**config.mk**
```make
export PLATFORM = sky130hd
export DESIGN_NAME = websocket_frame_deframer
export DESIGN_NICKNAME = d
export VERILOG_FILES = /design/src/hw/rtl/wsd_pkg.sv /design/src/hw/rtl/wsd_parser.sv /design/src/hw/rtl/websocket_frame_deframer.sv
export SDC_FILE = /design/constraint.sdc
export NUM_CORES = 1
export LEC_CHECK = 0
export BUFFER_PORTS_ARGS = -buffer_cell sky130_fd_sc_hd__buf_2
export CORE_ASPECT_RATIO = 0.7
export CORE_MARGIN = 8
export CORE_UTILIZATION = 59
export DETAILED_ROUTE_END_ITERATION = 8
export GPL_TIMING_DRIVEN = 0
export HOLD_SLACK_MARGIN = 0.12
export PLACE_DENSITY_LB_ADDON = 0.15
export RECOVER_POWER = 25
export SYNTH_ARGS = -nofsm -noshare
export SYNTH_HDL_FRONTEND = slang
export SYNTH_SLANG_ARGS = --single-unit
```
**constraint.sdc**
```tcl
create_clock -name clk -period 3.9 [get_ports clk]
set_input_delay 0.195 -clock clk [delete_from_list [all_inputs] [get_ports clk]]
set_output_delay 0.195 -clock clk [all_outputs]
set_load 0.01 [all_outputs]
```
**src/hw/rtl/wsd_pkg.sv**
```systemverilog
`timescale 1ns / 1ps
// ----------------------------------------------------------------------------
// wsd_pkg: shared types for the WebSocket frame deframer
// Parser phases, result record and status passed to the top level.
// ----------------------------------------------------------------------------
package wsd_pkg;

    localparam int BYTE_W  = 8;
    localparam int LEN_W   = 7;
    localparam int RSV_W   = 3;
    localparam int OP_W    = 4;
    localparam int KEY_N   = 4;
    localparam int KEY_IW  = $clog2(KEY_N);
    localparam int KCNT_W  = KEY_IW + 1;
    localparam int TDATA_W = 24;

    typedef enum logic [1:0] {
        PH_HDR1 = 2'd0,
        PH_HDR2 = 2'd1,
        PH_KEY  = 2'd2,
        PH_DATA = 2'd3
    } phase_t;

    typedef struct packed {
        logic [BYTE_W-1:0] payload_byte;
        logic              has_byte;
        logic [LEN_W-1:0]  payload_index;
        logic              final_fragment;
        logic [RSV_W-1:0]  reserved_bits;
        logic [OP_W-1:0]   frame_opcode;
        logic              was_masked;
        logic              last;
    } result_t;

    typedef struct packed {
        phase_t phase;
        logic   emit;
    } status_t;

endpackage

```
**src/hw/rtl/wsd_parser.sv**
```systemverilog
`timescale 1ns / 1ps
// ----------------------------------------------------------------------------
// wsd_parser: frame header and payload parser
// Holds the frame state, unmasks payload bytes and forms one result per payload beat or empty frame.
// ----------------------------------------------------------------------------
module wsd_parser
(
    input  logic                     clk,
    input  logic                     rst_n,
    input  logic                     advance,
    input  logic [7:0]               data_byte,
    output wsd_pkg::result_t         result,
    output wsd_pkg::status_t         status
);
    import wsd_pkg::*;

    phase_t             phase_reg,  phase_next;
    logic               fin_reg,    fin_next;
    logic [RSV_W-1:0]   rsv_reg,    rsv_next;
    logic [OP_W-1:0]    op_reg,     op_next;
    logic               mask_reg,   mask_next;
    logic [LEN_W-1:0]   len_reg,    len_next;
    logic [BYTE_W-1:0]  key_reg     [KEY_N];
    logic [BYTE_W-1:0]  key_next    [KEY_N];
    logic [KCNT_W-1:0]  kcnt_reg,   kcnt_next;
    logic [LEN_W-1:0]   bcnt_reg,   bcnt_next;
    logic               emit;
    logic [BYTE_W-1:0]  out_byte;
    logic               out_has;
    logic               out_last;
    logic [LEN_W:0]     idx_inc;

    always_comb
    begin
        phase_next = phase_reg;
        fin_next   = fin_reg;
        rsv_next   = rsv_reg;
        op_next    = op_reg;
        mask_next  = mask_reg;
        len_next   = len_reg;
        kcnt_next  = kcnt_reg;
        bcnt_next  = bcnt_reg;
        for (int i = 0; i < KEY_N; i++)
        begin
            key_next[i] = key_reg[i];
        end
        emit     = 1'b0;
        out_byte = '0;
        out_has  = 1'b0;
        out_last = 1'b0;
        idx_inc  = {1'b0, bcnt_reg} + {{LEN_W{1'b0}}, 1'b1};

        unique case (phase_reg)
            PH_HDR1:
            begin
                fin_next   = data_byte[7];
                rsv_next   = data_byte[6:4];
                op_next    = data_byte[3:0];
                kcnt_next  = '0;
                bcnt_next  = '0;
                phase_next = PH_HDR2;
            end
            PH_HDR2:
            begin
                mask_next = data_byte[7];
                len_next  = data_byte[LEN_W-1:0];
                if (data_byte[7])
                begin
                    phase_next = PH_KEY;
                end
                else if (data_byte[LEN_W-1:0] == '0)
                begin
                    emit       = 1'b1;
                    out_last   = 1'b1;
                    phase_next = PH_HDR1;
                end
                else
                begin
                    phase_next = PH_DATA;
                end
            end
            PH_KEY:
            begin
                key_next[kcnt_reg[KEY_IW-1:0]] = data_byte;
                kcnt_next = kcnt_reg + {{(KCNT_W-1){1'b0}}, 1'b1};
                if (kcnt_next[KCNT_W-1])
                begin
                    if (len_reg == '0)
                    begin
                        emit       = 1'b1;
                        out_last   = 1'b1;
                        phase_next = PH_HDR1;
                    end
                    else
                    begin
                        phase_next = PH_DATA;
                    end
                end
            end
            PH_DATA:
            begin
                emit     = 1'b1;
                out_has  = 1'b1;
                out_byte = mask_reg ? (data_byte ^ key_reg[bcnt_reg[KEY_IW-1:0]])
                                    : data_byte;
                out_last = (idx_inc >= {1'b0, len_reg});
                bcnt_next = idx_inc[LEN_W-1:0];
                if (out_last)
                begin
                    phase_next = PH_HDR1;
                end
            end
            default:
            begin
                phase_next = PH_HDR1;
            end
        endcase
    end

    always_ff @(posedge clk or negedge rst_n)
    begin
        if (!rst_n)
        begin
            phase_reg <= PH_HDR1;
            fin_reg   <= 1'b0;
            rsv_reg   <= '0;
            op_reg    <= '0;
            mask_reg  <= 1'b0;
            len_reg   <= '0;
            kcnt_reg  <= '0;
            bcnt_reg  <= '0;
            for (int i = 0; i < KEY_N; i++)
            begin
                key_reg[i] <= '0;
            end
        end
        else if (advance)
        begin
            phase_reg <= phase_next;
            fin_reg   <= fin_next;
            rsv_reg   <= rsv_next;
            op_reg    <= op_next;
            mask_reg  <= mask_next;
            len_reg   <= len_next;
            kcnt_reg  <= kcnt_next;
            bcnt_reg  <= bcnt_next;
            for (int i = 0; i < KEY_N; i++)
            begin
                key_reg[i] <= key_next[i];
            end
        end
    end

    assign result.payload_byte   = out_byte;
    assign result.has_byte       = out_has;
    assign result.payload_index  = out_has ? bcnt_reg : '0;
    assign result.final_fragment = fin_next;
    assign result.reserved_bits  = rsv_next;
    assign result.frame_opcode   = op_next;
    assign result.was_masked     = mask_next;
    assign result.last           = out_last;

    assign status.phase = phase_reg;
    assign status.emit  = emit;

endmodule

```
**src/hw/rtl/websocket_frame_deframer.sv**
```systemverilog
`timescale 1ns / 1ps
// ----------------------------------------------------------------------------
// websocket_frame_deframer: WebSocket frame parser, short lengths only
//
//   port group   dir   tdata bits                                    extra
//   s_*          in    [7:0] data_byte                               -
//   m_*          out   [7:0] payload_byte, [14:8] payload_index,     tuser has_byte
//                      [15] final_fragment, [18:16] reserved_bits,   tlast last
//                      [22:19] frame_opcode, [23] was_masked
//
// One input beat per cycle while s_tready is high; a result is registered and appears in the cycle after its beat.
// The output register sets the rate: a new beat is taken whenever the
// register is empty or being drained in the same cycle.
// Header and key beats produce no payload output; an empty frame gives one marker on its last header or key beat.
// Reset returns the parser to expect a first header byte.
// ----------------------------------------------------------------------------
module websocket_frame_deframer
(
    input  logic        clk,
    input  logic        rst_n,
    input  logic        s_tvalid,
    output logic        s_tready,
    input  logic [7:0]  s_tdata,   // [7:0] data_byte
    output logic        m_tvalid,
    input  logic        m_tready,
    output logic [23:0] m_tdata,   // [7:0] payload_byte, [14:8] payload_index,
                                   // [15] final_fragment, [18:16] reserved_bits,
                                   // [22:19] frame_opcode, [23] was_masked
    output logic        m_tuser,   // [0] has_byte
    output logic        m_tlast
);
    import wsd_pkg::*;

    result_t res;
    status_t stat;
    logic    accept;
    logic    out_valid_reg, out_valid_next;
    result_t out_reg;

    assign s_tready = !out_valid_reg || m_tready;
    assign accept   = s_tvalid && s_tready;

    wsd_parser u_parser
    (
        .clk       (clk),
        .rst_n     (rst_n),
        .advance   (accept),
        .data_byte (s_tdata),
        .result    (res),
        .status    (stat)
    );

    always_comb
    begin
        out_valid_next = out_valid_reg;
        if (accept)
        begin
            out_valid_next = stat.emit;
        end
        else if (m_tready)
        begin
            out_valid_next = 1'b0;
        end
    end

    always_ff @(posedge clk or negedge rst_n)
    begin
        if (!rst_n)
        begin
            out_valid_reg <= 1'b0;
        end
        else
        begin
            out_valid_reg <= out_valid_next;
        end
    end

    always_ff @(posedge clk)
    begin
        if (accept && stat.emit)
        begin
            out_reg <= res;
        end
    end

    assign m_tvalid = out_valid_reg;
    assign m_tdata  = {out_reg.was_masked, out_reg.frame_opcode, out_reg.reserved_bits,
                       out_reg.final_fragment, out_reg.payload_index,
                       out_reg.payload_byte};
    assign m_tuser  = out_reg.has_byte;
    assign m_tlast  = out_reg.last;

    a_empty_marker: assert property (@(posedge clk) disable iff (!rst_n)
        (m_tvalid && !m_tuser) |-> (m_tlast && m_tdata[14:0] == 15'd0))
        else $error("empty-frame marker malformed");

    a_last_to_header: assert property (@(posedge clk) disable iff (!rst_n)
        (accept && stat.emit && res.last) |=> (stat.phase == PH_HDR1))
        else $error("parser did not return to header after last beat");

    a_data_only_in_payload: assert property (@(posedge clk) disable iff (!rst_n)
        (accept && stat.emit && res.has_byte) |-> (stat.phase == PH_DATA))
        else $error("payload byte emitted outside payload phase");

endmodule

```
# == Word-level counts from Yosys, hierarchy flattened ==
# Index checks and enable logic that the tools add are counted.
# W data, S select, Z words.
# op_classes
n_eq_ne,5
multipliers,0
bitwise_logic,3
add_sub_neg,2
n_mux,28
shift,0
n_div,0
order_cmp,4
n_reduce_logical,16
# op_table
operator,n
$bwmux W32,1
$mux W8,4
$bmux W8 S2,1
$demux W8 S2,1
$logic_not A7 Y1,2
$pmux W7 S2,1
$mux W2,5
$mux W1,9
$add A7 B1 Y8 const B,1
$ge A8 B7 Y1,1
$pmux W2 S4,1
$reduce_and A2 Y1,4
$xor A8 B8 Y8,1
$ge A3 B3 Y1 const B,2
$not A2 Y3,2
$pmux W1 S3,2
$pmux W3 S2,1
$reduce_bool A2 Y1,3
$eq A2 B2 Y1 const B,2
$mux W4,1
$ne A2 B1 Y1 const B,2
$add A3 B1 Y3 const B,1
$logic_and A1 B1 Y1,3
$lt A3 B1 Y1 const B,1
6 further kinds,6
# totals
regBits,87
latchBits,0
ram_bits,0
word_cells,79
output_inout_bits,28
memories,0
mem_bits_ro,0

# == Logic depth before layout (Yosys ltp) ==
# depth
word_depth,6
mapped_depth,11
depth_no_buf,9

# == Cells and area by module ==
# A second synthesis with hierarchy kept.
# unflattened
hier_cells,326
area_unflattened_um2,4192.8
# modules_own_cells
module,instances,area_per_inst_um2,cells_each,seq_area_each_um2
wsd_parser,1,3343.2,294,1501.4
websocket_frame_deframer,1,849.6,32,805.8

# == Worst setup path after synthesis ==
# Ideal clock, no wire load.
# synth_path
kind,register -> register
from,register u_parser.kcnt_reg[0]
to,"register out_reg, in the netlist m_tdata[0] (enable)"
period_less_slack_ns,3.492
slack_ns,0.408
arrival_time_ns,3.050
path_buffers,0
path_stages_with_launch,7
path_cell_list,dfrtp_1 -> ha_1 -> nand2b_1 -> a21bo_2 -> o22ai_1 -> nor2_1 -> nor3_1
# synth_between
elab_chain_len,4
# synth_rtl
element,line_no,text
start: declaration,wsd_parser.sv:25,"logic [KCNT_W-1:0] kcnt_reg, kcnt_next;"
start signal: assignment,wsd_parser.sv:145,kcnt_reg <= kcnt_next;
$add A3 B1 Y3,wsd_parser.sv:85,"kcnt_next = kcnt_reg + {{(KCNT_W-1){1'b0}}, 1'b1};"
$mux W1,wsd_parser.sv:86,if (kcnt_next[KCNT_W-1])
$pmux W1 S3,wsd_parser.sv:53,unique case (phase_reg)
$logic_and A1 B1 Y1,websocket_frame_deframer.sv:80,if (accept && stat.emit)
end signal: assignment,websocket_frame_deframer.sv:82,out_reg <= res;
end: declaration,websocket_frame_deframer.sv:38,result_t out_reg;
# Every way passes these cells.
# A chain may end at the register's enable or synchronous reset.

# == Worst setup path in the final report ==
# layout_path
from,register u_parser.bcnt_reg[1]
to,register u_parser.phase_reg[1]
# layout_between
elab_chain_len,4
# layout_rtl
element,line_no,text
start: declaration,wsd_parser.sv:26,"logic [LEN_W-1:0] bcnt_reg, bcnt_next;"
start signal: assignment,wsd_parser.sv:146,bcnt_reg <= bcnt_next;
$add A7 B1 Y8,wsd_parser.sv:51,"idx_inc = {1'b0, bcnt_reg} + {{LEN_W{1'b0}}, 1'b1};"
$ge A8 B7 Y1,wsd_parser.sv:106,"out_last = (idx_inc >= {1'b0, len_reg});"
$ne A2 B1 Y1 (no line),-,
$reduce_and A3 Y1 (no line),-,
end signal: assignment,wsd_parser.sv:139,phase_reg <= phase_next;
end: declaration,wsd_parser.sv:17,"phase_t phase_reg, phase_next;"
# Every way passes these cells.

==> qor.yml <==
final_layout:
  seqCellArea_um2: 2310
  diodes: 0
  nets: 386
  drive_gt1_share_pct: 35.3
  fin_area_um2: 4720
  largest_register_ffs: 32
  syn_to_final_growth_pct: 12.6
  mostFrequentLayoutCells: "dfrtp_1, mux2_2, buf_2, nand2_1, edfxtp_1"
  multi_input_area_um2: 1740
  final_common_cell: "dfrtp_1"
  n_fill_cell: 524
detailed_routing:
  wl_mm: 8.21
  vias: 2570
  drc: 0
  drt_iter0_markers: 131
  drt-pass1-iter-count: 6
  ant_nets: 0
  via_per_inst: 5.62
  wl_per_cell_um: 18.0
timing:
  finalHoldViolCount: 0
  period_share_pct: 68.3
  fin_skew_ns: 0.00470
  hold_ws_ns: 0.162
  min_period_ns: 2.66
  drv_slew: 61
  finalSetupViolations: 0
  relSlewSlack_pct: -0.352
  tns_ns: 0
  worst_slew_pin_slew_ns: 1.51
  clock.fmax_mhz: 375
  rsz0062_at_grt: "false"
die:
  start_util_pct: 61.4
  core-area_um2: 6820
  io_pins: 40
  die_w_um: 117
  die_area_um2: 10100
  die_h_um: 86.5
  rows: 25
synth:
  yosysTopAreaCell: "dfrtp_1"
  synth_edf_count: 26
  ys_warn_count: 0
  synthTopCellsByArea: "dfrtp_1, edfxtp_1, mux2_2"
  netlist_area_um2: 4190
  ys_ff_latch: 87
  synth_top_area_share_pct: 36.4
  synth_area_per_cell_um2: 13.4
  synth_top_flop_cell: "dfrtp_1"
  syn_nets: 341
  postSynthCellCount: 313
  async_reset_ff_share_pct: 70.1
  synth_seq_area_share_pct: 55.1
  ys_types: 40
worst_hold_path:
  worstHoldStart: "m_tready"
  hold_path_class: "input port to flip-flop"
  hold_path_end: "m_tvalid"
  holdPathStages: 3
clock_tree:
  cts_max_level: 3
  clockRootBuffer: "clkbuf_8"
  clkSlewWorstSetupHoldPaths_ns: 0.09
  clkLatencyLatePin_ns: 0.36
  numCtsBuffers: 9
  cts_tree: "yes"
  cts_buffer_depth: 2
  cts.sinks: 87
setup_path:
  critPathCaptureType: "flip-flop"
  worstSetupStartpointType: "flip-flop"
  rr_endpoint: "u_parser.phase_reg[1]"
  reg2reg_depth: 10
  r2r-start: "u_parser.bcnt_reg[1]"
  rrSetupSlack_ns: 1.24
  path_max_fanout: 10
  critPathRequiredTime_ns: 4.16
  critical_path_class: "flip-flop to flip-flop"
  crit_arrival_ns: 2.92
global_route:
  grt_pass1_wl_mm: 13.5
  grt_pass1_vias: 2605
  gr-usage-all-layers_pct: 17.9
  grt-ovfl-total: 0
  grt_max_degree: 62
  antenna_found_initial: 0
placement:
  dpl-instance-area_um2: 4490
  place_congestion: 0.831
  dpl.hpwl_mm: 5.74
  io_buffers: 31
power_and_ir_drop:
  peakVddDrop_mv: 0.447
  p_per_area_nw_per_um2: 683
  power_mw: 3.22
  power.leakage_nw: 2.07
run_status:
  violations: "capacitance limit, slew limit"
  status: "finished with violations"
job:
  max_cap_violations: 1
cell type report:
type | instances | area share, %
clock buffers | 9 | 2.63
well taps | 94 | 2.49
repair buffers | 34 | 3.93
inverters | 12 | 0.955
multi-input cells | 195 | 36.9
clock inverters | 7 | 2.04
flip-flops and latches | 87 | 48.9
plain buffers | 19 | 2.18
cell families after synthesis:
family          Yosys count  share of synthesized area, %
fa+ha+maj                16                          4.78
simple gates             70                          9.11
flops                    87                          55.1
xor+xnor                 13                          2.72
compound gates           29                          4.30
mux                      67                          20.5
buf+inv                  31                          3.52
stage by stage:
stage               instances  util, %  worst slack, ns
floorplan                 313        -            0.408
global placement          438     65.4           -0.623
detailed placement        440     65.8             1.26
CTS                       456     69.1             1.24
global route              457     69.2             1.07
finish                    457     69.2             1.24
critical path, cell delays in order (launching register included):
cell     delay, ns
dfrtp_1       0.44
buf_2         0.32
nand2_1       0.09
nor2_1        0.14
xor2_1        0.23
ha_1          0.29
a21o_1        0.18
a21oi_1       0.12
o21ai_0       0.13
o21ai_1       0.26
mux2_2        0.36
power by group:
group / switching (mW) / internal [mW] / leakage [nW]
Sequential: 0.146 / 1.26 / 1.02
Combinational: 0.549 / 0.578 / 0.928
Clock: 0.330 / 0.363 / 0.114
Total: 1.03 / 2.20 / 2.07
synth_stat cells (2+ instances only):
library cell   n
clkbuf_1       7
ha_1          16
xor2_1         3
edfxtp_1      26
buf_2          6
clkbuf_2       4
mux2_2        58
a21oi_1        3
nor2_1         5
mux4_2         4
nand2_1       27
and2_1        16
inv_1         12
nand3_2        4
dfrtp_1       61
a31oi_1        2
nand4_1        2
xnor2_1       10
nand2b_1       7
nand3_1        4
mux4_1         4
nor3_1         2
o21ai_0       13
metal layers:
metal / part of all wire (%) / global-route usage (%)
met1: 47 / 24.5
met3: 6.2 / 5.34
met2: 45 / 26.3
met4: 1.7 / 6.48
met5: 0 / 0
worst max path at each step:
stage	from	end	slack, ns	cells past startpoint
global route	u_parser.bcnt_reg[1]	u_parser.phase_reg[1]	1.07	10
finish	u_parser.bcnt_reg[1]	u_parser.phase_reg[1]	1.24	10
CTS	u_parser.bcnt_reg[1]	u_parser.phase_reg[1]	1.24	10
floorplan	u_parser.kcnt_reg[0]	m_tdata[0]	0.41	6
detailed placement	u_parser.bcnt_reg[1]	u_parser.phase_reg[1]	1.26	10
global placement	u_parser.kcnt_reg[0]	m_tdata[20]	-0.62	6
what timing repair did:
| action | in CTS | in global routing |
|---|---|---|
| hold buffers | 0 | 1 |
| endpoints found under the hold margin | 0 | 61 |
| resized for setup | 0 | 0 |
| buffers inserted | 0 | 0 |
(Power assumes the default switching activity.)
